### src/rtl/pod_pkg.sv
// Shared types, opcode codes and decode helpers for the pickle opcode stream delimiter.
// No dependencies; used by pod_walker and the top level.
package pod_pkg;

  localparam int POSITION_BITS_DEF = 36;
  localparam int LEN_W = 36;
  localparam logic [LEN_W-1:0] LIMIT_RESET = 36'd536870912;
  localparam int MIN_LENGTH = 10;
  localparam logic [7:0] MAX_PROTOCOL = 8'h05;

  localparam logic [7:0] OP_STOP      = 8'h2E;
  localparam logic [7:0] OP_NEWLINE   = 8'h0A;
  localparam logic [7:0] OP_PROTO     = 8'h80;
  localparam logic [7:0] OP_FRAME     = 8'h95;

  typedef enum logic [8:0] {
    PH_IDLE       = 9'b000000001,
    PH_PROTO_VER  = 9'b000000010,
    PH_OPCODE     = 9'b000000100,
    PH_ARG_PROTO  = 9'b000001000,
    PH_LEN        = 9'b000010000,
    PH_SKIP       = 9'b000100000,
    PH_LINE       = 9'b001000000,
    PH_FRAME_LEN  = 9'b010000000,
    PH_FRAME_BODY = 9'b100000000
  } phase_t;

  typedef enum logic [3:0] {
    OC_STOP, OC_PROTO, OC_LEN, OC_SKIP2, OC_SKIP3, OC_SKIP5, OC_SKIP9,
    OC_LINE1, OC_LINE2, OC_MEMO, OC_FRAME, OC_PLAIN, OC_BAD
  } op_class_t;

  typedef struct packed {
    logic [7:0] data_byte;
    logic       first_byte;
    logic       source_end;
  } item_t;

  typedef struct packed {
    logic             ok;
    logic [LEN_W-1:0] len;
  } verdict_t;

  function automatic op_class_t classify(input logic [7:0] op);
    op_class_t c;
    case (op)
      8'h2E: c = OC_STOP;
      8'h80: c = OC_PROTO;
      8'h4A, 8'h54, 8'h58, 8'h8F, 8'h5A, 8'h8D, 8'h96, 8'h43, 8'h8E: c = OC_LEN;
      8'h4B, 8'h55, 8'h68, 8'h71: c = OC_SKIP2;
      8'h4D: c = OC_SKIP3;
      8'h72, 8'h6A: c = OC_SKIP5;
      8'h47: c = OC_SKIP9;
      8'h49, 8'h4C, 8'h53, 8'h56, 8'h50, 8'h69: c = OC_LINE1;
      8'h63: c = OC_LINE2;
      8'h70, 8'h67: c = OC_MEMO;
      8'h95: c = OC_FRAME;
      8'h28, 8'h30, 8'h31, 8'h32, 8'h4E, 8'h52, 8'h61, 8'h62, 8'h64, 8'h65,
      8'h6C, 8'h6F, 8'h73, 8'h74, 8'h75, 8'h29, 8'h5D, 8'h7D, 8'h5B, 8'h85,
      8'h86, 8'h87, 8'h88, 8'h89, 8'h93, 8'h94: c = OC_PLAIN;
      default: c = OC_BAD;
    endcase
    return c;
  endfunction

  // length-prefix byte count; table kept as listed
  function automatic logic [3:0] len_bytes(input logic [7:0] op);
    logic [3:0] n;
    if (op == 8'h43 || op == 8'h8E) n = 4'd1;
    else if (op == 8'h5A || op == 8'h8D || op == 8'h96 || op == OP_FRAME) n = 4'd8;
    else n = 4'd4;
    return n;
  endfunction

endpackage

### src/rtl/pod_walker.sv
// Walk state and next-state logic: one byte of a candidate per step.
// Depends on pod_pkg.
module pod_walker #(
  parameter int POSITION_BITS = pod_pkg::POSITION_BITS_DEF
) (
  input  logic                          clk,
  input  logic                          rst,
  input  logic                          step,
  input  pod_pkg::item_t                item,
  input  logic [pod_pkg::LEN_W-1:0]     limit,
  output logic                          res_valid,
  output pod_pkg::verdict_t             res
);

  localparam int P  = POSITION_BITS;
  localparam int LW = pod_pkg::LEN_W;
  localparam int CW = ((P > LW) ? P : LW) + 2;

  pod_pkg::phase_t phase, phase_next;
  logic [P-1:0]    pos, pos_next;
  logic [7:0]      opcode, opcode_next;
  logic [LW-1:0]   acc_lo, acc_lo_next;
  logic            acc_hi, acc_hi_next;
  logic [2:0]      idx, idx_next;
  logic [LW-1:0]   skip, skip_next;
  logic [P-1:0]    fe, fe_next;
  logic            text, text_next;
  logic [1:0]      lines, lines_next;
  logic            decided, decided_next;

  logic [7:0]      b;
  logic [CW-1:0]   lim, r_w, rp1, dq, dqk, npl, fe_w;
  logic            dtext;
  pod_pkg::op_class_t cls;
  logic [3:0]      k;
  logic            give, ok;
  logic [LW-1:0]   glen;
  logic            do_disp;
  logic [63:0]     sh;
  logic [LW-1:0]   lo_new;
  logic            hi_new;
  logic [3:0]      need;
  logic [1:0]      lines_dec;
  logic            at_end;

  assign b     = item.data_byte;
  assign lim   = CW'(limit);
  assign r_w   = CW'(pos);
  assign rp1   = r_w + CW'(1);
  assign fe_w  = CW'(fe);
  assign dq    = item.first_byte ? '0 : r_w;
  assign dtext = item.first_byte ? 1'b1 : text;
  assign cls   = pod_pkg::classify(b);

  always_comb begin
    unique case (cls)
      pod_pkg::OC_PROTO, pod_pkg::OC_SKIP2: k = 4'd2;
      pod_pkg::OC_SKIP3:                    k = 4'd3;
      pod_pkg::OC_SKIP5:                    k = 4'd5;
      pod_pkg::OC_SKIP9, pod_pkg::OC_FRAME: k = 4'd9;
      default:                              k = 4'd1;
    endcase
  end

  assign dqk = dq + CW'(k);

  // length accumulator: low bits kept, anything at or above bit LW folds into a flag
  assign sh     = 64'(b) << {idx, 3'b000};
  assign lo_new = acc_lo | sh[LW-1:0];
  assign hi_new = acc_hi | (|sh[63:LW]);
  assign npl    = rp1 + CW'(lo_new);
  assign need   = (phase == pod_pkg::PH_FRAME_LEN) ? 4'd8 : pod_pkg::len_bytes(opcode);
  assign lines_dec = (b == pod_pkg::OP_NEWLINE && lines != 2'd0) ? lines - 2'd1 : lines;
  assign at_end = (rp1 == fe_w);

  always_comb begin
    phase_next   = phase;
    pos_next     = pos;
    opcode_next  = opcode;
    acc_lo_next  = acc_lo;
    acc_hi_next  = acc_hi;
    idx_next     = idx;
    skip_next    = skip;
    fe_next      = fe;
    text_next    = text;
    lines_next   = lines;
    decided_next = decided;
    give    = 1'b0;
    ok      = 1'b0;
    glen    = '0;
    do_disp = 1'b0;
    if (step) begin
      if (item.first_byte) begin
        decided_next = 1'b0;
        opcode_next  = '0;
        acc_lo_next  = '0;
        acc_hi_next  = 1'b0;
        idx_next     = '0;
        skip_next    = '0;
        fe_next      = '0;
        lines_next   = '0;
        pos_next     = P'(1);
        if (b == pod_pkg::OP_PROTO) begin
          text_next  = 1'b0;
          phase_next = pod_pkg::PH_PROTO_VER;
        end else begin
          text_next  = 1'b1;
          phase_next = pod_pkg::PH_OPCODE;
          do_disp    = 1'b1;
        end
      end else if (!decided) begin
        pos_next = rp1[P-1:0];
        unique case (phase)
          pod_pkg::PH_PROTO_VER, pod_pkg::PH_ARG_PROTO: begin
            if (b > pod_pkg::MAX_PROTOCOL || rp1 >= lim) give = 1'b1;
            else phase_next = pod_pkg::PH_OPCODE;
          end
          pod_pkg::PH_OPCODE: do_disp = 1'b1;
          pod_pkg::PH_LEN, pod_pkg::PH_FRAME_LEN: begin
            acc_lo_next = lo_new;
            acc_hi_next = hi_new;
            if ({1'b0, idx} + 4'd1 >= need) begin
              if (phase == pod_pkg::PH_FRAME_LEN) begin
                if (rp1 > lim || hi_new || lo_new == '0 || npl > lim) give = 1'b1;
                else begin
                  fe_next    = npl[P-1:0];
                  phase_next = pod_pkg::PH_FRAME_BODY;
                end
              end else if (hi_new || rp1 >= lim || npl >= lim) begin
                give = 1'b1;
              end else if (lo_new == '0) begin
                phase_next = pod_pkg::PH_OPCODE;
              end else begin
                skip_next  = lo_new;
                phase_next = pod_pkg::PH_SKIP;
              end
            end else begin
              idx_next = idx + 3'd1;
            end
          end
          pod_pkg::PH_SKIP: begin
            if (skip <= LW'(1)) begin
              skip_next = '0;
              if (rp1 >= lim) give = 1'b1;
              else phase_next = pod_pkg::PH_OPCODE;
            end else begin
              skip_next = skip - LW'(1);
            end
          end
          pod_pkg::PH_LINE: begin
            lines_next = lines_dec;
            if (rp1 >= lim) give = 1'b1;
            else if (lines_dec == 2'd0) phase_next = pod_pkg::PH_OPCODE;
          end
          pod_pkg::PH_FRAME_BODY: begin
            if (at_end || item.source_end) begin
              if (b == pod_pkg::OP_STOP) begin
                give = 1'b1;
                ok   = 1'b1;
                glen = rp1[LW-1:0];
              end else if (at_end) begin
                // frame closing on the window edge: its last byte is an opcode
                if (fe_w >= lim) do_disp = 1'b1;
                else phase_next = pod_pkg::PH_OPCODE;
              end
            end
          end
          default: give = 1'b1;
        endcase
      end

      if (do_disp) begin
        opcode_next = b;
        if (dq >= lim) give = 1'b1;
        else begin
          unique case (cls)
            pod_pkg::OC_STOP: begin
              give = 1'b1;
              if (dqk >= CW'(pod_pkg::MIN_LENGTH)) begin
                ok   = 1'b1;
                glen = dqk[LW-1:0];
              end
            end
            pod_pkg::OC_PROTO: begin
              if (dqk >= lim) give = 1'b1;
              else phase_next = pod_pkg::PH_ARG_PROTO;
            end
            pod_pkg::OC_LEN, pod_pkg::OC_FRAME: begin
              if (cls == pod_pkg::OC_FRAME && dqk >= lim) give = 1'b1;
              else begin
                acc_lo_next = '0;
                acc_hi_next = 1'b0;
                idx_next    = '0;
                phase_next  = (cls == pod_pkg::OC_FRAME) ? pod_pkg::PH_FRAME_LEN
                                                         : pod_pkg::PH_LEN;
              end
            end
            pod_pkg::OC_SKIP2, pod_pkg::OC_SKIP3, pod_pkg::OC_SKIP5, pod_pkg::OC_SKIP9: begin
              if (dqk >= lim) give = 1'b1;
              else begin
                skip_next  = LW'(k - 4'd1);
                phase_next = pod_pkg::PH_SKIP;
              end
            end
            pod_pkg::OC_LINE1, pod_pkg::OC_LINE2, pod_pkg::OC_MEMO, pod_pkg::OC_PLAIN: begin
              if (dqk >= lim) give = 1'b1;
              else if (cls == pod_pkg::OC_PLAIN || (cls == pod_pkg::OC_MEMO && !dtext)) begin
                phase_next = pod_pkg::PH_OPCODE;
              end else begin
                lines_next = (cls == pod_pkg::OC_LINE2) ? 2'd2 : 2'd1;
                phase_next = pod_pkg::PH_LINE;
              end
            end
            default: give = 1'b1;
          endcase
        end
      end

      // source ran out before a verdict
      if (!give && !decided_next && item.source_end) give = 1'b1;
      if (give) begin
        phase_next   = pod_pkg::PH_IDLE;
        decided_next = 1'b1;
      end
    end
  end

  assign res_valid = step && give;
  assign res.ok    = ok;
  assign res.len   = ok ? glen : '0;

  always_ff @(posedge clk) begin
    if (rst) begin
      phase   <= pod_pkg::PH_IDLE;
      decided <= 1'b1;
      pos     <= '0;
      opcode  <= '0;
      acc_lo  <= '0;
      acc_hi  <= 1'b0;
      idx     <= '0;
      skip    <= '0;
      fe      <= '0;
      text    <= 1'b0;
      lines   <= '0;
    end else begin
      phase   <= phase_next;
      decided <= decided_next;
      pos     <= pos_next;
      opcode  <= opcode_next;
      acc_lo  <= acc_lo_next;
      acc_hi  <= acc_hi_next;
      idx     <= idx_next;
      skip    <= skip_next;
      fe      <= fe_next;
      text    <= text_next;
      lines   <= lines_next;
    end
  end

endmodule

### src/rtl/pickle_opcode_stream_delimiter_unit.sv
// Top level of the pickle opcode stream delimiter: input register, walker, result register.
// Depends on pod_pkg and pod_walker.
//
// The unit takes one byte of a candidate stream per cycle and walks it as pickle opcodes.
// Each candidate (opened by first_byte) ends in at most one result item: accepted with the
// length through STOP, or rejected with a length of zero. A byte is held in the input
// register, and its verdict, if any, is loaded into the result register as the byte
// leaves the input register, which it does only while the result register can take it;
// one byte is taken every cycle as long as the result register drains. Throughput is set
// by the single-pass next-state logic of the walker, which updates all walk state for one
// byte per clock. window_limit is written through its own valid/ready port, always ready,
// and must only change while idle.
module pickle_opcode_stream_delimiter_unit #(
  parameter int POSITION_BITS = pod_pkg::POSITION_BITS_DEF
) (
  input  logic                      clk,
  input  logic                      rst,
  input  logic                      in_valid,
  output logic                      in_stall,
  input  logic [7:0]                data_byte,
  input  logic                      first_byte,
  input  logic                      source_end,
  output logic                      out_valid,
  input  logic                      out_stall,
  output logic                      accepted,
  output logic [pod_pkg::LEN_W-1:0] pickle_length,
  input  logic                      cfg_valid,
  output logic                      cfg_ready,
  input  logic [pod_pkg::LEN_W-1:0] window_limit
);

  logic                      s1_valid;
  pod_pkg::item_t            s1_item;
  logic [pod_pkg::LEN_W-1:0] limit;
  logic                      adv;
  logic                      take;
  logic                      res_valid;
  pod_pkg::verdict_t         res;

  // the held byte moves on whenever the result register can take a verdict
  assign adv      = s1_valid && (!out_valid || !out_stall);
  assign in_stall = s1_valid && !adv;
  assign take     = in_valid && !in_stall;
  assign cfg_ready = 1'b1;

  always_ff @(posedge clk) begin
    if (rst) begin
      limit <= pod_pkg::LIMIT_RESET;
    end else if (cfg_valid) begin
      limit <= window_limit;
    end
  end

  always_ff @(posedge clk) begin
    if (rst) begin
      s1_valid <= 1'b0;
    end else if (take) begin
      s1_valid <= 1'b1;
    end else if (adv) begin
      s1_valid <= 1'b0;
    end
  end

  always_ff @(posedge clk) begin
    if (take) begin
      s1_item.data_byte  <= data_byte;
      s1_item.first_byte <= first_byte;
      s1_item.source_end <= source_end;
    end
  end

  pod_walker #(
    .POSITION_BITS(POSITION_BITS)
  ) u_walker (
    .clk       (clk),
    .rst       (rst),
    .step      (adv),
    .item      (s1_item),
    .limit     (limit),
    .res_valid (res_valid),
    .res       (res)
  );

  // result register; payload only moves when the slot is free or draining
  always_ff @(posedge clk) begin
    if (rst) begin
      out_valid <= 1'b0;
    end else if (adv && res_valid) begin
      out_valid <= 1'b1;
    end else if (!out_stall) begin
      out_valid <= 1'b0;
    end
  end

  always_ff @(posedge clk) begin
    if (adv && res_valid) begin
      accepted      <= res.ok;
      pickle_length <= res.len;
    end
  end

endmodule

### config.mk
export PLATFORM = sky130hd
export DESIGN_NAME = pickle_opcode_stream_delimiter_unit
export DESIGN_NICKNAME = d
export VERILOG_FILES = /design/src/rtl/pod_pkg.sv /design/src/rtl/pod_walker.sv /design/src/rtl/pickle_opcode_stream_delimiter_unit.sv
export SDC_FILE = /design/constraint.sdc
export NUM_CORES = 1
export LEC_CHECK = 0
export BUFFER_PORTS_ARGS = -buffer_cell sky130_fd_sc_hd__buf_2
export CELL_PAD_IN_SITES_DETAIL_PLACEMENT = 0
export CELL_PAD_IN_SITES_GLOBAL_PLACEMENT = 2
export CORE_MARGIN = 2
export CORE_UTILIZATION = 30
export DETAILED_ROUTE_END_ITERATION = 7
export PLACE_DENSITY = 0.75
export SLEW_MARGIN = 20
export SYNTH_ARGS = -nofsm -noshare
export SYNTH_HDL_FRONTEND = slang
export SYNTH_SLANG_ARGS = --single-unit
### constraint.sdc
create_clock -name clk -period 10.5 [get_ports clk]
set_input_delay 1.05 -clock clk [delete_from_list [all_inputs] [get_ports clk]]
set_output_delay 1.05 -clock clk [all_outputs]
set_load 0.05 [all_outputs]
==> results.sh <==
export IMPL_antenna_found_initial=0
export IMPL_clkLatencyLatePin_ns=0.59
export IMPL_cts_htree_levels=2
export IMPL_stdcell_count=3833
export IMPL_cap_violations=0
export IMPL_routed_via_count=22800
export IMPL_first_iter_violations=2297
export IMPL_layout_drive_gt1_share_pct=8.80
export IMPL_netlist_area_sq_um=22400
export IMPL_fill_cells=7877
export IMPL_start_util_pct=30.2
export IMPL_cts_hold_buf=0
export IMPL_post_cts_resized=0
export IMPL_drtPass1Iterations=7
export IMPL_grtUsageTotal_pct=24.9
export IMPL_mostFrequentLayoutCell="nor2_1"
export IMPL_p_per_area_nw_per_um2=113
export IMPL_num_rows=100
export IMPL_skew_ns=0.0266
export IMPL_power_total_w=0.00282
export IMPL_fp_dieH_um=277
export IMPL_clock_sinks=258
export IMPL_r2r_start="s1_item[1]$_DFFE_PP_"
export IMPL_setup_violations_final=0
export IMPL_cts_buffers=37
export IMPL_grt_overflow=0
export IMPL_die_area_sq_um=76700
export IMPL_grt_pass1_wl_mm=145
export IMPL_relSlewSlack_pct=15.9
export IMPL_crit_start="s1_item[1]$_DFFE_PP_"
export IMPL_setup_tns_ns=0
export IMPL_ys_types=96
export IMPL_ant_nets=0
export IMPL_area_growth_pct=11.8
export IMPL_die_x_um=277
export IMPL_period_needed_ns=8.94
export IMPL_layout_nets=3122
export IMPL_status="completed"
export IMPL_globalplace_congestion=0.939
export IMPL_grt_max_degree=82
export IMPL_io_pins=91
export IMPL_viasPerCell=5.94
export IMPL_rsz0062_at_grt="false"
export IMPL_hp_start="u_walker.acc_lo[35]$_SDFFE_PP0P_"
export IMPL_startpoint_type="flop"
export IMPL_synth_main_ff_cell="dfxtp_1"
export IMPL_hold_viol=0
export IMPL_clock_fmax_mhz=112
export IMPL_postCtsSetupBuffers=0
export IMPL_portBuffers=89
export IMPL_cts_tree="done"
export IMPL_layout_common_cells="nor2_1 (279), ha_1 (234), nand2_1 (223)"
export IMPL_syn_nets=3114
export IMPL_wirelength_mm=98.5
export IMPL_path_class="flop to flop"
export IMPL_slew_viol_final=0
export IMPL_crit_arrival_ns=9.14
export IMPL_place_hpwl_mm=77.2
export IMPL_coreArea_sq_um=74100
export IMPL_cp_required_ns=10.69
export IMPL_clock_path_buffers=3
export IMPL_drc=0
export IMPL_worstPathMaxFanout=37
export IMPL_synth_edf_count=47
export IMPL_vdd_drop_max_uv=108
export IMPL_p_leak_nw=10.6
export IMPL_ys_seq_area_share_pct=25.2
export IMPL_clock_root_buffer="clkbuf_16"
export IMPL_clk_pin_slew_ns=0.06
export IMPL_yosys_warnings=0
export IMPL_worstMarginPinSlew_ns=1.25
export IMPL_finalCritPeriodShare_pct=85.2
export IMPL_syn_inst=2827
export IMPL_async_flop_share_pct=0
export IMPL_hold_path_class="flop to flop"
export IMPL_fin_util_pct=33.8
export IMPL_critPathCaptureType="flop"
export IMPL_diodes=0
export IMPL_place_inst=3765
export IMPL_synth_seq_cells=258
export IMPL_syn_avg_cell_area_sq_um=7.91
export IMPL_wl_per_cell_um=25.7
export IMPL_first_global_vias=21900
cell type report:
cell class,count,area (sq um),area share [%]
clock buffer,45,1070,4.28
clock inverter,23,273,1.09
inverter,151,567,2.27
multi-input combinational,2269,15600,62.3
sequential,258,5640,22.5
tap,969,1210,4.85
timing repair buffer,118,666,2.66
sequential cells by signal (all words and copies together), names as in the netlist:
signal / flops
u_walker.phase: 9
limit: 36
u_walker.skip: 36
u_walker.acc_hi: 1
u_walker.idx: 3
u_walker.decided: 1
u_walker.pos: 36
u_walker.opcode: 8
out_valid: 1
s1_item: 10
u_walker.lines: 2
accepted: 1
u_walker.acc_lo: 36
u_walker.cls: 4
u_walker.text: 1
s1_valid: 1
pickle_length: 36
u_walker.fe: 36
critical path: stages (launching register included):
cell and delay (ns):
edfxtp_1 0.55, inv_1 0.58, nand2_1 0.17, inv_1 0.09, ha_1 0.18, fa_1 0.28, a211oi_1 0.16, or3_1 0.49
nor4_2 0.73, nand4_1 0.33, nor2_1 0.24, xor2_1 0.29, ha_1 0.19, nand2_1 0.06, or4_1 0.63, nor4_1 0.62
o311ai_0 0.29, a31oi_1 0.59, a211oi_1 0.12, o21ba_2 0.26, a211oi_1 0.47, nor3_1 0.11, nand2b_1 0.28, inv_2 0.78
final timing paths:
path	cells after the start	slack, ns	to
setup reg to reg	23	1.56	pickle_length[34]$_SDFFCE_PN0P_
setup / recovery	23	1.56	pickle_length[34]$_SDFFCE_PN0P_
hold / removal	2	0.45	u_walker.acc_lo[35]$_SDFFE_PP0P_
hold reg to reg	2	0.45	u_walker.acc_lo[35]$_SDFFE_PP0P_
per-stage QoR:
step / hold WS [ns] / setup WS, ns / cell area [sq um]
2_1_floorplan: 0.426 / 2.63 / 22400
3_3_place_gp: 0.435 / 1.93 / 23600
3_5_place_dp: 0.443 / 1.77 / 23700
4_1_cts: 0.457 / 1.73 / 25000
5_1_grt: 0.478 / 1.20 / 25000
6_report: 0.452 / 1.56 / 25000
report_power, final:
| group | leakage, nW | switching [W] | internal [W] |
|---|---|---|---|
| Sequential | 2.20 | 0.0000248 | 0.00103 |
| Clock | 0.644 | 0.000552 | 0.000854 |
| Combinational | 7.79 | 0.000251 | 0.000116 |
logic make-up after synthesis:
| family | after synthesis | synth area share (%) |
|---|---|---|
| and+or+nand+nor | 1047 | 24.0 |
| AOI/OAI and AO/OA | 786 | 23.4 |
| buffers and inverters | 300 | 5.33 |
| DFF | 258 | 25.2 |
| adders and majority gates | 236 | 13.3 |
| xor gates and xnor gates | 136 | 5.90 |
| muxes | 63 | 2.89 |
| other | 1 | 0.0168 |
metal layers:
metal  GRT usage (%)  wire length [um]  vias up
li1                -                 -    10600
met1            33.0             43500    11100
met2            40.5             44700      877
met3            3.18              5660      197
met4            11.2              4700        0
met5               0                 0        -
synthesized netlist by cell type, types with 11 or more instances:
library cell  count  area share [%]
a211oi_1         28            0.94
a21o_1           59             2.0
a21oi_1         205             4.6
a221o_1          13            0.58
a22o_1           24            0.94
a22oi_1          59             2.0
a31oi_1          26            0.73
a32o_1           20            0.90
and2_1           18            0.50
and3_1           30            0.84
buf_2            14            0.31
buf_4            11            0.37
clkbuf_1        117             2.0
dfxtp_1         211              19
edfxtp_1         47             6.3
ha_1            234              13
inv_1           151             2.5
mux2_2           12            0.60
mux2i_1          51             2.3
nand2_1         224             3.8
nand2b_1         24            0.67
nand3_1          89             2.0
nand3b_1         11            0.37
nand4_1          74             2.1
nor2_1          282             4.7
nor2b_1          46             1.3
nor3_1           83             1.9
nor4_1           55             1.5
o211ai_1         24            0.81
o21ai_0         144             3.2
o21bai_1         11            0.37
o22ai_1          32            0.90
o31ai_1          16            0.54
or3_1            24            0.67
or4_1            27            0.91
xnor2_1          86             3.4
xor2_1           41             1.6
No activity file was read; power rests on OpenSTA's default activity.
